File: src/rtl/ksci_pkg.sv
// Shared types, character codes and key table for the keypad slot command indexer.
`timescale 1ns / 1ps

package ksci_pkg;

  // Key code of the '*' key, which closes an entry.
  localparam logic [3:0] KEY_STAR = 4'd12;

  // Number of leading entry characters that the checker looks at.
  localparam int unsigned HEAD_LEN = 3;

  // Character codes used by the entry checks.
  localparam logic [7:0] CH_0    = 8'h30;
  localparam logic [7:0] CH_1    = 8'h31;
  localparam logic [7:0] CH_7    = 8'h37;
  localparam logic [7:0] CH_9    = 8'h39;
  localparam logic [7:0] CH_A    = 8'h41;
  localparam logic [7:0] CH_D    = 8'h44;
  localparam logic [7:0] CH_STAR = 8'h2A;
  localparam logic [7:0] CH_HASH = 8'h23;

  // Largest step count that fits the output field.
  localparam logic [14:0] STEP_LIMIT = 15'h7FFF;

  // Reset value of the steps-per-slot register.
  localparam logic [11:0] STEPS_RESET = 12'd402;

  typedef enum logic [1:0] {
    ST_OK         = 2'd0,
    ST_TOO_LONG   = 2'd1,
    ST_BAD_READER = 2'd2,
    ST_BAD_CARD   = 2'd3
  } status_e;

  // One result item as it sits in the output register.
  typedef struct packed {
    status_e     status;
    logic [4:0]  target_slot;
    logic [1:0]  reader_index;
    logic [14:0] step_count;
    logic        backward;
  } res_t;

  // Keypad matrix, row-major: 1 2 3 A / 4 5 6 B / 7 8 9 C / * 0 # D.
  function automatic logic [7:0] key_char(input logic [3:0] code);
    logic [7:0] ch;
    case (code)
      4'd0:    ch = 8'h31;
      4'd1:    ch = 8'h32;
      4'd2:    ch = 8'h33;
      4'd3:    ch = 8'h41;
      4'd4:    ch = 8'h34;
      4'd5:    ch = 8'h35;
      4'd6:    ch = 8'h36;
      4'd7:    ch = 8'h42;
      4'd8:    ch = 8'h37;
      4'd9:    ch = 8'h38;
      4'd10:   ch = 8'h39;
      4'd11:   ch = 8'h43;
      4'd12:   ch = CH_STAR;
      4'd13:   ch = CH_0;
      4'd14:   ch = CH_HASH;
      default: ch = CH_D;
    endcase
    return ch;
  endfunction

endpackage

File: src/rtl/ksci_entry_buf.sv
// Entry character buffer and length counter of the keypad slot command indexer.
`timescale 1ns / 1ps

module ksci_entry_buf #(
  parameter int unsigned ENTRY_MAX = 5
) (
  input  logic                               clk_i,
  input  logic                               rst_ni,
  input  logic                               push_i,
  input  logic [3:0]                         key_i,
  input  logic                               clear_i,
  output logic [ksci_pkg::HEAD_LEN-1:0][3:0] head_o,
  output logic                               long_o,
  output logic [1:0]                         short_len_o
);
  import ksci_pkg::*;

  localparam int unsigned LenW = $clog2(ENTRY_MAX + 1);
  localparam int unsigned IdxW = $clog2(ENTRY_MAX);

  logic [3:0]      chars_q [ENTRY_MAX];
  logic [LenW-1:0] len_q;
  logic [LenW-1:0] len_d;
  logic            has_room;

  assign has_room = len_q < LenW'(ENTRY_MAX);

  // Length counter: a closing key empties the buffer, extra keys are dropped.
  always_comb begin
    len_d = len_q;
    if (clear_i) begin
      len_d = '0;
    end else if (push_i && has_room) begin
      len_d = len_q + LenW'(1);
    end
  end

  always_ff @(posedge clk_i or negedge rst_ni) begin
    if (!rst_ni) begin
      len_q <= '0;
    end else begin
      len_q <= len_d;
    end
  end

  // Character storage; entries at or above the length are never looked at.
  always_ff @(posedge clk_i) begin
    if (push_i && has_room) begin
      chars_q[len_q[IdxW-1:0]] <= key_i;
    end
  end

  // The checker only needs the first characters and a coarse length.
  always_comb begin
    for (int i = 0; i < HEAD_LEN; i++) begin
      head_o[i] = chars_q[i];
    end
  end

  assign long_o      = len_q > LenW'(HEAD_LEN);
  assign short_len_o = len_q[1:0];

endmodule

File: src/rtl/ksci_eval.sv
// Entry check, slot clamp, ring distance and step count for one closing key.
`timescale 1ns / 1ps

module ksci_eval #(
  parameter int unsigned SLOT_COUNT = 16
) (
  input  logic [ksci_pkg::HEAD_LEN-1:0][3:0] head_i,
  input  logic                               long_i,
  input  logic [1:0]                         short_len_i,
  input  logic [4:0]                         cur_slot_i,
  input  logic [11:0]                        steps_per_slot_i,
  output ksci_pkg::res_t                     res_o
);
  import ksci_pkg::*;

  // Highest slot a card can reach; card numbers stop at sixteen.
  localparam logic [4:0]        SlotClamp = (SLOT_COUNT < 16) ? 5'(SLOT_COUNT) : 5'd16;
  localparam logic signed [7:0] SlotRing  = 8'(SLOT_COUNT);
  localparam logic signed [7:0] SlotHalf  = 8'(SLOT_COUNT / 2);

  logic [7:0]        c0, c1, c2, last_ch;
  logic              has_last, reader_ok, card_ok;
  logic [3:0]        units;
  logic [4:0]        pos, target;
  logic signed [7:0] diff_raw, diff;
  logic [7:0]        mag;
  logic [15:0]       prod;
  logic [14:0]       steps;

  // Assemble the characters; a two-key entry gets a leading zero.
  always_comb begin
    c0 = '0;
    c1 = '0;
    c2 = '0;
    case (short_len_i)
      2'd1: begin
        c0 = key_char(head_i[0]);
      end
      2'd2: begin
        c0 = CH_0;
        c1 = key_char(head_i[0]);
        c2 = key_char(head_i[1]);
      end
      2'd3: begin
        c0 = key_char(head_i[0]);
        c1 = key_char(head_i[1]);
        c2 = key_char(head_i[2]);
      end
      default: begin
        c0 = '0;
      end
    endcase
  end

  // The reader letter is the last character; an empty entry has none.
  assign has_last  = short_len_i != 2'd0;
  assign last_ch   = (short_len_i == 2'd1) ? c0 : c2;
  assign reader_ok = has_last && (last_ch >= CH_A) && (last_ch <= CH_D);

  // Card number 00..16.
  assign card_ok = ((c0 == CH_0) || (c0 == CH_1)) && (c1 >= CH_0) && (c1 <= CH_9) &&
                   !((c0 == CH_1) && (c1 >= CH_7));

  assign units = 4'(c1 - CH_0);
  assign pos   = (c0 == CH_1) ? (5'd10 + {1'b0, units}) : {1'b0, units};

  // Clamp onto the ring, then take the shorter way round.
  always_comb begin
    target = pos;
    if (pos > SlotClamp) begin
      target = SlotClamp;
    end
    if (pos == 5'd0) begin
      target = 5'd1;
    end
  end

  assign diff_raw = $signed({3'b000, target}) - $signed({3'b000, cur_slot_i});

  always_comb begin
    diff = diff_raw;
    if (diff_raw > SlotHalf) begin
      diff = diff_raw - SlotRing;
    end else if (diff_raw < -SlotHalf) begin
      diff = diff_raw + SlotRing;
    end
  end

  // The distance never exceeds fifteen slots, so four bits feed the multiplier.
  assign mag   = diff[7] ? 8'(-diff) : 8'(diff);
  assign prod  = 16'(mag[3:0]) * 16'(steps_per_slot_i);
  assign steps = prod[15] ? STEP_LIMIT : prod[14:0];

  // Checks in order: length, reader letter, card number.
  always_comb begin
    res_o = '0;
    if (long_i) begin
      res_o.status = ST_TOO_LONG;
    end else if (!reader_ok) begin
      res_o.status = ST_BAD_READER;
    end else if (!card_ok) begin
      res_o.status = ST_BAD_CARD;
    end else begin
      res_o.status       = ST_OK;
      res_o.target_slot  = target;
      res_o.reader_index = last_ch[1:0] - CH_A[1:0];
      res_o.step_count   = steps;
      res_o.backward     = diff[7];
    end
  end

endmodule

File: src/rtl/keypad_slot_command_indexer.sv
// Top level of the keypad slot command indexer: input register, buffer, checker, result register.
`timescale 1ns / 1ps

// Usage
// The input channel (in_valid_i / in_ready_o / key_code_i) carries one decoded
// keypad key per transfer. Keys other than '*' are buffered and give no result.
// A '*' key checks the buffered entry and produces exactly one result transfer on
// the output channel (out_valid_o / out_ready_i fields), then clears the buffer.
// The user is to write the steps-per-slot register through cfg_we_i / cfg_wdata_i
// while idle; the block does not enforce this. A result passes one input register,
// one combinational check and one result register. One key per cycle unless a '*'
// waits on a stalled result; the step count comes from one 4 x 12 multiply.
// At reset the buffer is empty, the current slot is 1 and steps per slot is 402.
// When the receiver stalls, the result register holds its item; further non-'*' keys
// keep flowing into the buffer, and only a second '*' waits in the input register,
// which then drops in_ready_o until the stalled result is taken.
// Invalid entries report their status and leave the current slot unchanged.

module keypad_slot_command_indexer #(
  parameter int unsigned SLOT_COUNT = 16,
  parameter int unsigned ENTRY_MAX  = 5
) (
  input  logic        clk_i,
  input  logic        rst_ni,
  input  logic        in_valid_i,
  output logic        in_ready_o,
  input  logic [3:0]  key_code_i,
  output logic        out_valid_o,
  input  logic        out_ready_i,
  output logic [1:0]  status_o,
  output logic [4:0]  target_slot_o,
  output logic [1:0]  reader_index_o,
  output logic [14:0] step_count_o,
  output logic        backward_o,
  input  logic        cfg_we_i,
  input  logic [11:0] cfg_wdata_i
);
  import ksci_pkg::*;

  localparam logic [4:0] SlotClamp = (SLOT_COUNT < 16) ? 5'(SLOT_COUNT) : 5'd16;

  logic                        in_vld_q;
  logic [3:0]                  key_q;
  logic                        is_star, out_free, advance;
  logic                        load_res;
  logic [HEAD_LEN-1:0][3:0]    head;
  logic                        entry_long;
  logic [1:0]                  short_len;
  logic [4:0]                  cur_slot_q;
  logic [11:0]                 sps_q;
  res_t                        res_d, res_q;
  logic                        out_vld_q;

  // Handshake: a key leaves the input register unless it is a '*' facing a full output.
  assign is_star    = key_q == KEY_STAR;
  assign out_free   = !out_vld_q || out_ready_i;
  assign advance    = in_vld_q && (!is_star || out_free);
  assign in_ready_o = !in_vld_q || advance;
  assign load_res   = advance && is_star;

  // Input register.
  always_ff @(posedge clk_i or negedge rst_ni) begin
    if (!rst_ni) begin
      in_vld_q <= 1'b0;
    end else if (in_ready_o) begin
      in_vld_q <= in_valid_i;
    end
  end

  always_ff @(posedge clk_i) begin
    if (in_valid_i && in_ready_o) begin
      key_q <= key_code_i;
    end
  end

  // Steps-per-slot configuration register.
  always_ff @(posedge clk_i or negedge rst_ni) begin
    if (!rst_ni) begin
      sps_q <= STEPS_RESET;
    end else if (cfg_we_i) begin
      sps_q <= cfg_wdata_i;
    end
  end

  ksci_entry_buf #(
    .ENTRY_MAX (ENTRY_MAX)
  ) u_buf (
    .clk_i       (clk_i),
    .rst_ni      (rst_ni),
    .push_i      (advance && !is_star),
    .key_i       (key_q),
    .clear_i     (load_res),
    .head_o      (head),
    .long_o      (entry_long),
    .short_len_o (short_len)
  );

  ksci_eval #(
    .SLOT_COUNT (SLOT_COUNT)
  ) u_eval (
    .head_i           (head),
    .long_i           (entry_long),
    .short_len_i      (short_len),
    .cur_slot_i       (cur_slot_q),
    .steps_per_slot_i (sps_q),
    .res_o            (res_d)
  );

  // Result register and current slot; only a good entry moves the slot.
  always_ff @(posedge clk_i or negedge rst_ni) begin
    if (!rst_ni) begin
      out_vld_q  <= 1'b0;
      cur_slot_q <= 5'd1;
    end else begin
      if (load_res) begin
        out_vld_q <= 1'b1;
        if (res_d.status == ST_OK) begin
          cur_slot_q <= res_d.target_slot;
        end
      end else if (out_ready_i) begin
        out_vld_q <= 1'b0;
      end
    end
  end

  always_ff @(posedge clk_i) begin
    if (load_res) begin
      res_q <= res_d;
    end
  end

  assign out_valid_o    = out_vld_q;
  assign status_o       = res_q.status;
  assign target_slot_o  = res_q.target_slot;
  assign reader_index_o = res_q.reader_index;
  assign step_count_o   = res_q.step_count;
  assign backward_o     = res_q.backward;

  // The current slot always stays on the ring.
  assert property (@(posedge clk_i) disable iff (!rst_ni)
    (cur_slot_q >= 5'd1) && (cur_slot_q <= SlotClamp))
    else $error("current slot left the ring");

  // A good result on the output names the slot the carousel now stands at.
  assert property (@(posedge clk_i) disable iff (!rst_ni)
    (out_vld_q && (res_q.status == ST_OK)) |-> (res_q.target_slot == cur_slot_q))
    else $error("good result disagrees with current slot");

  // A failed entry carries no slot, reader, steps or direction.
  assert property (@(posedge clk_i) disable iff (!rst_ni)
    (out_vld_q && (res_q.status != ST_OK)) |->
      ((res_q.target_slot == '0) && (res_q.reader_index == '0) &&
       (res_q.step_count == '0) && !res_q.backward))
    else $error("failed entry carries payload");

  // The input side only stalls behind a '*' that faces a stalled result.
  assert property (@(posedge clk_i) disable iff (!rst_ni)
    !in_ready_o |-> (in_vld_q && is_star && out_vld_q && !out_ready_i))
    else $error("input stalled without cause");

endmodule

File: config.mk
export PLATFORM = sky130hd
export DESIGN_NAME = keypad_slot_command_indexer
export DESIGN_NICKNAME = d
export VERILOG_FILES = /design/src/rtl/ksci_pkg.sv /design/src/rtl/ksci_entry_buf.sv /design/src/rtl/ksci_eval.sv /design/src/rtl/keypad_slot_command_indexer.sv
export SDC_FILE = /design/constraint.sdc
export NUM_CORES = 1
export LEC_CHECK = 0
export BUFFER_PORTS_ARGS = -buffer_cell sky130_fd_sc_hd__buf_2
export CAP_MARGIN = 5
export CORE_UTILIZATION = 30
export DETAILED_ROUTE_END_ITERATION = 10
export PLACE_DENSITY = 0.42
export SYNTH_ARGS = -nofsm -noshare
export SYNTH_HDL_FRONTEND = slang
export SYNTH_SLANG_ARGS = --single-unit
File: constraint.sdc
create_clock -name clk_i -period 15.05 [get_ports clk_i]
set_input_delay 1.505 -clock clk_i [delete_from_list [all_inputs] [get_ports clk_i]]
set_output_delay 1.505 -clock clk_i [all_outputs]
set_load 0.01 [all_outputs]
======== After elaboration in Yosys (flattened, before gate mapping) ========
Memories as Yosys holds them, arrays and structs flattened.
Index checks and enable logic that the tools add are counted.
operators by class
  mux-type cells .......................... 23
  add/sub/neg operators ................... 8
  bitwise gates (word level) .............. 2
  $mul .................................... 1
  reduce and logical (&&, ||, !) cells .... 26
  order comparisons ....................... 10
  equality and inequality tests ........... 6
operator list
  kind                                                                                 count
  23-bit two-way mux                                                                   3
  8-bit case mux with 2 select lines                                                   2
  8-bit two-way mux                                                                    3
  8-bit case mux with 3 select lines                                                   1
  8-bit by 6-bit equality test with 1-bit output, second input constant                2
  8-bit by 6-bit greater-or-equal comparator with 1-bit output, second input constant  2
  4-bit by 12-bit multiplier with 16-bit output                                        1
  15-bit two-way mux                                                                   1
  5-bit two-way mux                                                                    3
  1-bit logical AND                                                                    11
  8-bit by 6-bit adder with 8-bit output, second input constant                        1
  8-bit by 7-bit greater-or-equal comparator with 1-bit output, second input constant  1
  8-bit by 5-bit > comparator with 1-bit output, second input constant                 1
  8-bit by 6-bit less-or-equal comparator with 1-bit output, second input constant     1
  8-bit by 7-bit less-or-equal comparator with 1-bit output, second input constant     1
  8-bit by 4-bit < comparator with 1-bit output, second input constant                 1
  8-bit by 6-bit subtractor with 8-bit output, second input constant                   1
  2-bit two-way mux                                                                    3
  3-bit two-way mux                                                                    2
  2-bit nonzero test                                                                   3
  5-bit by 5-bit subtractor with 6-bit output                                          1
  4-bit by 4-bit adder with 5-bit output, first input constant                         1
  5-bit > comparator, second input constant                                            1
  5-bit zero test                                                                      1
  other kinds (17)                                                                     28
storage, ports and cells
  RAM bits ................................ 20
  memories ................................ 7
  output and inout port bits .............. 27
  flip-flop bits (word level) ............. 51
  word-level logic and storage cells ...... 94
  bits in read-only memories .............. 672
memories
  name             words  bits a word  rd ports  clocked after Yosys merged registers in  wr ports  line            text
  (no name shown)  16     7            1         0                                        0         ksci_pkg.sv:47  case (code)
  (no name shown)  16     7            1         0                                        0         ksci_pkg.sv:47
  (no name shown)  16     7            1         0                                        0         ksci_pkg.sv:47
  (no name shown)  16     7            1         0                                        0         ksci_pkg.sv:47
  (no name shown)  16     7            1         0                                        0         ksci_pkg.sv:47
  (no name shown)  16     7            1         0                                        0         ksci_pkg.sv:47
  1 more memories  n/a    n/a          n/a       n/a                                      n/a       n/a

======== Logic depth before layout (Yosys ltp) ========
An unclocked memory read counts as a cell.
  depth in word-level cells ............... 20
  mapped depth ............................ 34
  depth with buffers taken out ............ 32

======== Cells and area by module ========
A second synthesis with hierarchy kept.
second synthesis, totals
  cell total of the unflattened synthesis .. 532
  area, all modules ....................... 5385.2 sq um
by module, submodules not included
  module                       cells an instance  times used  area each (sq um)
  ksci_eval                    417                1           3159.3
  keypad_slot_command_indexer  78                 1           1636.6
  ksci_entry_buf               37                 1           589.3

======== Worst setup path before layout ========
Ideal clock, no wire load.
  kind .................................... reg-to-reg
  from .................................... mem u_buf.chars_q[0][0]
  to ...................................... reg res_q, in the netlist step_count_o[10], data pin
  arrival time ............................ 7.571 ns
  slack ................................... 7.350 ns
  required time ........................... 14.921 ns
  stages on the path, launching flop included .. 34
  period minus slack after synthesis ...... 7.700 ns
  path through ............................ edfxtp_1 > inv_1 > ha_1 > xnor2_1 > nand2b_1 > a32oi_4 > inv_1 > ha_1 > nand3b_1 > nor4_2 > nor3_2 > ha_1 > inv_1 > fa_1 > xnor2_1 > and3_1 > or4_1 > o211a_2 > a21oi_2 > buf_4 > mux2i_1 > fa_1 > inv_1 > fa_1 > inv_1 > ha_1 > a21o_1 > a21oi_1 > o21ai_1 > a2111oi_1 > nor2_1 > o211ai_1 > buf_2 > o21a_1
RTL lines
  item                  line                                text
  from (decl)           ksci_entry_buf.sv:21                logic [3:0] chars_q [ENTRY_MAX];
  to (signal assigned)  keypad_slot_command_indexer.sv:128  res_q <= res_d;
  to (decl)             keypad_slot_command_indexer.sv:51   res_t res_d, res_q;

======== Worst setup path in the final report ========
  from .................................... reg u_buf.len_q[0]
  to ...................................... reg res_q, in the netlist step_count_o[12], data pin
between the ends
  word-level cells in the longest chain between the ends .. 16
  elaborated cells between the ends (all ways) .. 45
  those cells by class .................... add/sub (6); mul (1); order compare (9); eq/ne (5); mux (11); bitwise (2); reduce/logical (11)
RTL lines
  item                                                                                                            line                              text
  from (decl)                                                                                                     ksci_entry_buf.sv:22              logic [LenW-1:0] len_q;
  from (signal assigned)                                                                                          ksci_entry_buf.sv:42              len_q <= len_d;
  2-bit equality test                                                                                             ksci_eval.sv:35                   case (short_len_i)
  8-bit case mux with 2 select lines                                                                              ksci_eval.sv:35
  4-bit by 1-bit subtractor with 4-bit output                                                                     ksci_eval.sv:64                   assign units = 4'(c1 - CH_0);
  4-bit by 4-bit adder with 5-bit output                                                                          ksci_eval.sv:65                   assign pos = (c0 == CH_1) ? (5'd10 + {1'b0, units}) : {1'b0, units};
  5-bit two-way mux                                                                                               ksci_eval.sv:65
  5-bit > comparator                                                                                              ksci_eval.sv:70                   if (pos > SlotClamp) begin
  5-bit two-way mux                                                                                               ksci_eval.sv:70
  5-bit two-way mux                                                                                               ksci_eval.sv:73                   if (pos == 5'd0) begin
  5-bit by 5-bit subtractor with 6-bit output                                                                     ksci_eval.sv:78                   assign diff_raw = $signed({3'b000, target}) - $signed({3'b000, cur_slot_i});
  8-bit by 6-bit adder with 8-bit output / 8-bit by 4-bit < comparator with 1-bit output (equally long branches)  ksci_eval.sv:85, ksci_eval.sv:84
  8-bit two-way mux                                                                                               ksci_eval.sv:84                   end else if (diff_raw < -SlotHalf) begin
  8-bit two-way mux                                                                                               ksci_eval.sv:82                   if (diff_raw > SlotHalf) begin
  4-bit negator                                                                                                   ksci_eval.sv:90                   assign mag = diff[7] ? 8'(-diff) : 8'(diff);
  4-bit two-way mux                                                                                               ksci_eval.sv:90
  4-bit by 12-bit multiplier with 16-bit output                                                                   ksci_eval.sv:91                   assign prod = 16'(mag[3:0]) * 16'(steps_per_slot_i);
  15-bit two-way mux                                                                                              ksci_eval.sv:92                   assign steps = prod[15] ? STEP_LIMIT : prod[14:0];
Several ways; a longest one is shown, not always the timed one.
A chain may end at the register's enable or synchronous reset.

==> metrics <==
layout cells sized above 1 17.8%; Yosys warning count 0; starting density of the core 30.6%; Crit Path Class reg -> reg; setup TNS 0 ns; Final #Nets 705; initial antenna violation count 0; die area 19600 sq um; Pre-antenna DRT Iters 4; r2r setup slk 5.40 ns; Synth Register Bits 63; count of different cell masters after synthesis 82; crit end category register; CP bufs+invs 2; die width 140 um; Antenna Cells 0; Hold-fix buffers, CTS 0; Slew @ Worst Pin 1.06 ns; Max Cap Viol 0; minimum clock period 9.65 ns; Post-CTS Resized 0; Max Root-Sink Buffers 2; Post-Syn Area 5700 sq um; Rows 50; Post-synth top cells 71 x inv_1, 55 x ha_1, 44 x nand2_1; die height 140 um; filler instances 1923; first-pass GRT wire length 21900 um; CTS tree yes; Critical-path top delay cell o211ai_1; period utilization 64.1%; Hold Vio Cnt, Final 0; final wirelength 13100 um; CP top delay family compound AO/OA/AOI/OAI gates; status completed; post-synthesis sequential area ratio 31.4%; slowest cell delay on critical path 0.87 ns; DR vias/cell 4.86; vias post-DR 4118; Detail Route Antenna Nets 0; FFs w/ async S/R, synth 34.9%; CP max FO 15; WP data arrival 9.85 ns; CP required 15.25 ns; top achievable clock speed 0.104 GHz; largest net degree at the start of global routing 29; Finish-stage setup viols 0; most numerous cell in the Yosys netlist inv_1; Worst-path clk slew 0.06 ns; DRC Markers 0; startpoint types register; Layout area overhead 13.2%; H-tree depth 3; Post-DP HPWL 10500 um; Core Area 18600 sq um; HP Class reg -> reg; WL/cell 15.5 um; CTS sink count 63; Main synth FF type edfxtp_1; grt total ovfl 0; Post-CTS Setup Bufs 0; root buf cell clkbuf_16; cts bufs inserted 9; Slew HR 28.9%; Synth top area share 21.6%; GR Util All Layers 14.3%; GPL Wtd Cong 0.825; syn avg cell area 10.1 sq um; DR iter-0 viols 176; RSZ-0062 raised after global routing false; I/O Buffers 47; Post-Synthesis Cells 567; Setup Skew 0.00642 ns; Max Slew Vio Count 0; ranking of synthesized cells by area edfxtp_1 22%, ha_1 12%, dfrtp_1 7.5%; Worst-Skew Late Latency 0.34 ns; cell taking the most area after synthesis edfxtp_1; I/O pins 48; vias in the first global route 4087; number of flops mapped to enable cells by yosys 41; Mapped Nets 664
==> sequential cells by signal, indices dropped and copies added (netlist names) <==
signal / count
out_valid_o: 1
status_o: 2
u_buf.len_q: 3
backward_o: 1
u_buf.chars_q: 12
sps_q: 12
in_vld_q: 1
reader_index_o: 2
key_q: 4
target_slot_o: 5
cur_slot_q: 5
step_count_o: 15
==> stage by stage <==
step	setup slack (ns)	instance area (sq um)	hold slack (ns)	std cells	util, %
final	5.40	6460	0.487	847	34.6
after CTS	5.38	6460	0.491	847	34.6
after floorplan	7.35	5700	0.457	567	-
after global placement	5.72	6140	0.471	831	32.9
after global routing	4.42	6460	0.504	847	34.6
after detailed placement	5.41	6140	0.482	831	32.9
==> worst paths after layout <==
path | startpoint | cells past startpoint | end
worst min register to register | cur_slot_q[0] | 2 | cur_slot_q[0]
max in group asynchronous | rst_ni | 1 | sps_q[7]
worst min-delay path | cur_slot_q[0] | 2 | cur_slot_q[0]
worst max register to register | u_buf.len_q[0] | 26 | step_count_o[12]
worst max-delay path | u_buf.len_q[0] | 26 | step_count_o[12]
min in group asynchronous | rst_ni | 1 | sps_q[6]
==> worst register-to-register path, cell delays in order, from the launching register on <==
cell       delay (ns)
dfrtp_1          0.52
ha_1             0.62
nor2_1           0.18
a2111oi_2        0.48
nor2b_1          0.23
nand4b_2         0.25
a21boi_0         0.22
nor3_2           0.26
ha_1             0.23
inv_1            0.05
fa_1             0.42
xnor2_1          0.39
and3_1           0.36
or4_1            0.47
o211a_2          0.18
a21oi_2          0.66
mux2_2           0.44
fa_1             0.49
fa_1             0.60
inv_1            0.06
ha_1             0.29
a21oi_1          0.20
o21ai_1          0.18
a2111oi_1        0.48
nor2_1           0.14
o211ai_1         0.87
o21a_1           0.25
==> cell usage in the layout, fill, tap and decap left out, types with 6 or more instances in the layout <==
| cell | count |
|---|---|
| o21a_1 | 18 |
| fa_1 | 21 |
| nor3_1 | 7 |
| mux2i_1 | 28 |
| nand2b_1 | 17 |
| mux2_2 | 15 |
| edfxtp_1 | 41 |
| a21oi_1 | 17 |
| a211oi_1 | 6 |
| buf_2 | 47 |
| xnor2_1 | 9 |
| a21boi_1 | 11 |
| clkbuf_16 | 10 |
| nor2_1 | 22 |
| nand3_1 | 6 |
| a21boi_0 | 6 |
| ha_1 | 55 |
| nand2_1 | 44 |
| inv_1 | 71 |
| dfrtp_1 | 17 |
| o21ai_0 | 9 |
| nor2b_1 | 24 |
==> final cells by class <==
type | count | area, sq um | share of cell area (%)
clock buffer | 12 | 268 | 4.15
clock inverter | 4 | 51.3 | 0.795
inverter | 71 | 267 | 4.13
multi-input combinational | 414 | 3540 | 54.8
sequential | 63 | 1790 | 27.7
tap | 234 | 293 | 4.53
timing repair buffer | 49 | 250 | 3.88
==> per-layer routing <==
layer / share of wire (%) / vias up / track usage (%) / wire [um]
met3: 3.9 / 12 / 2.72 / 518
li1: - / 2064 / - / -
met5: 0 / - / 0 / 0
met4: 1.6 / 0 / 4.68 / 208
met1: 50 / 1967 / 20.3 / 6600
met2: 44 / 75 / 21.6 / 5800
==> cell families (layout without fill, tap and decap cells) <==
| family | after synthesis | in the layout | synth area share, % |
|---|---|---|---|
| muxes | 47 | 47 | 8.84 |
| and+or+nand+nor | 159 | 159 | 15.6 |
| xor gates and xnor gates | 14 | 14 | 2.15 |
| DFF | 63 | 63 | 31.4 |
| buffers and inverters | 90 | 136 | 6.61 |
| AOI/OAI and AO/OA | 118 | 118 | 16.0 |
| adders and majority gates | 76 | 76 | 19.4 |
Power is left out: the tool's default activity adds up to more than one toggle a clock period on the data nets, which glitch-free logic cannot reach.
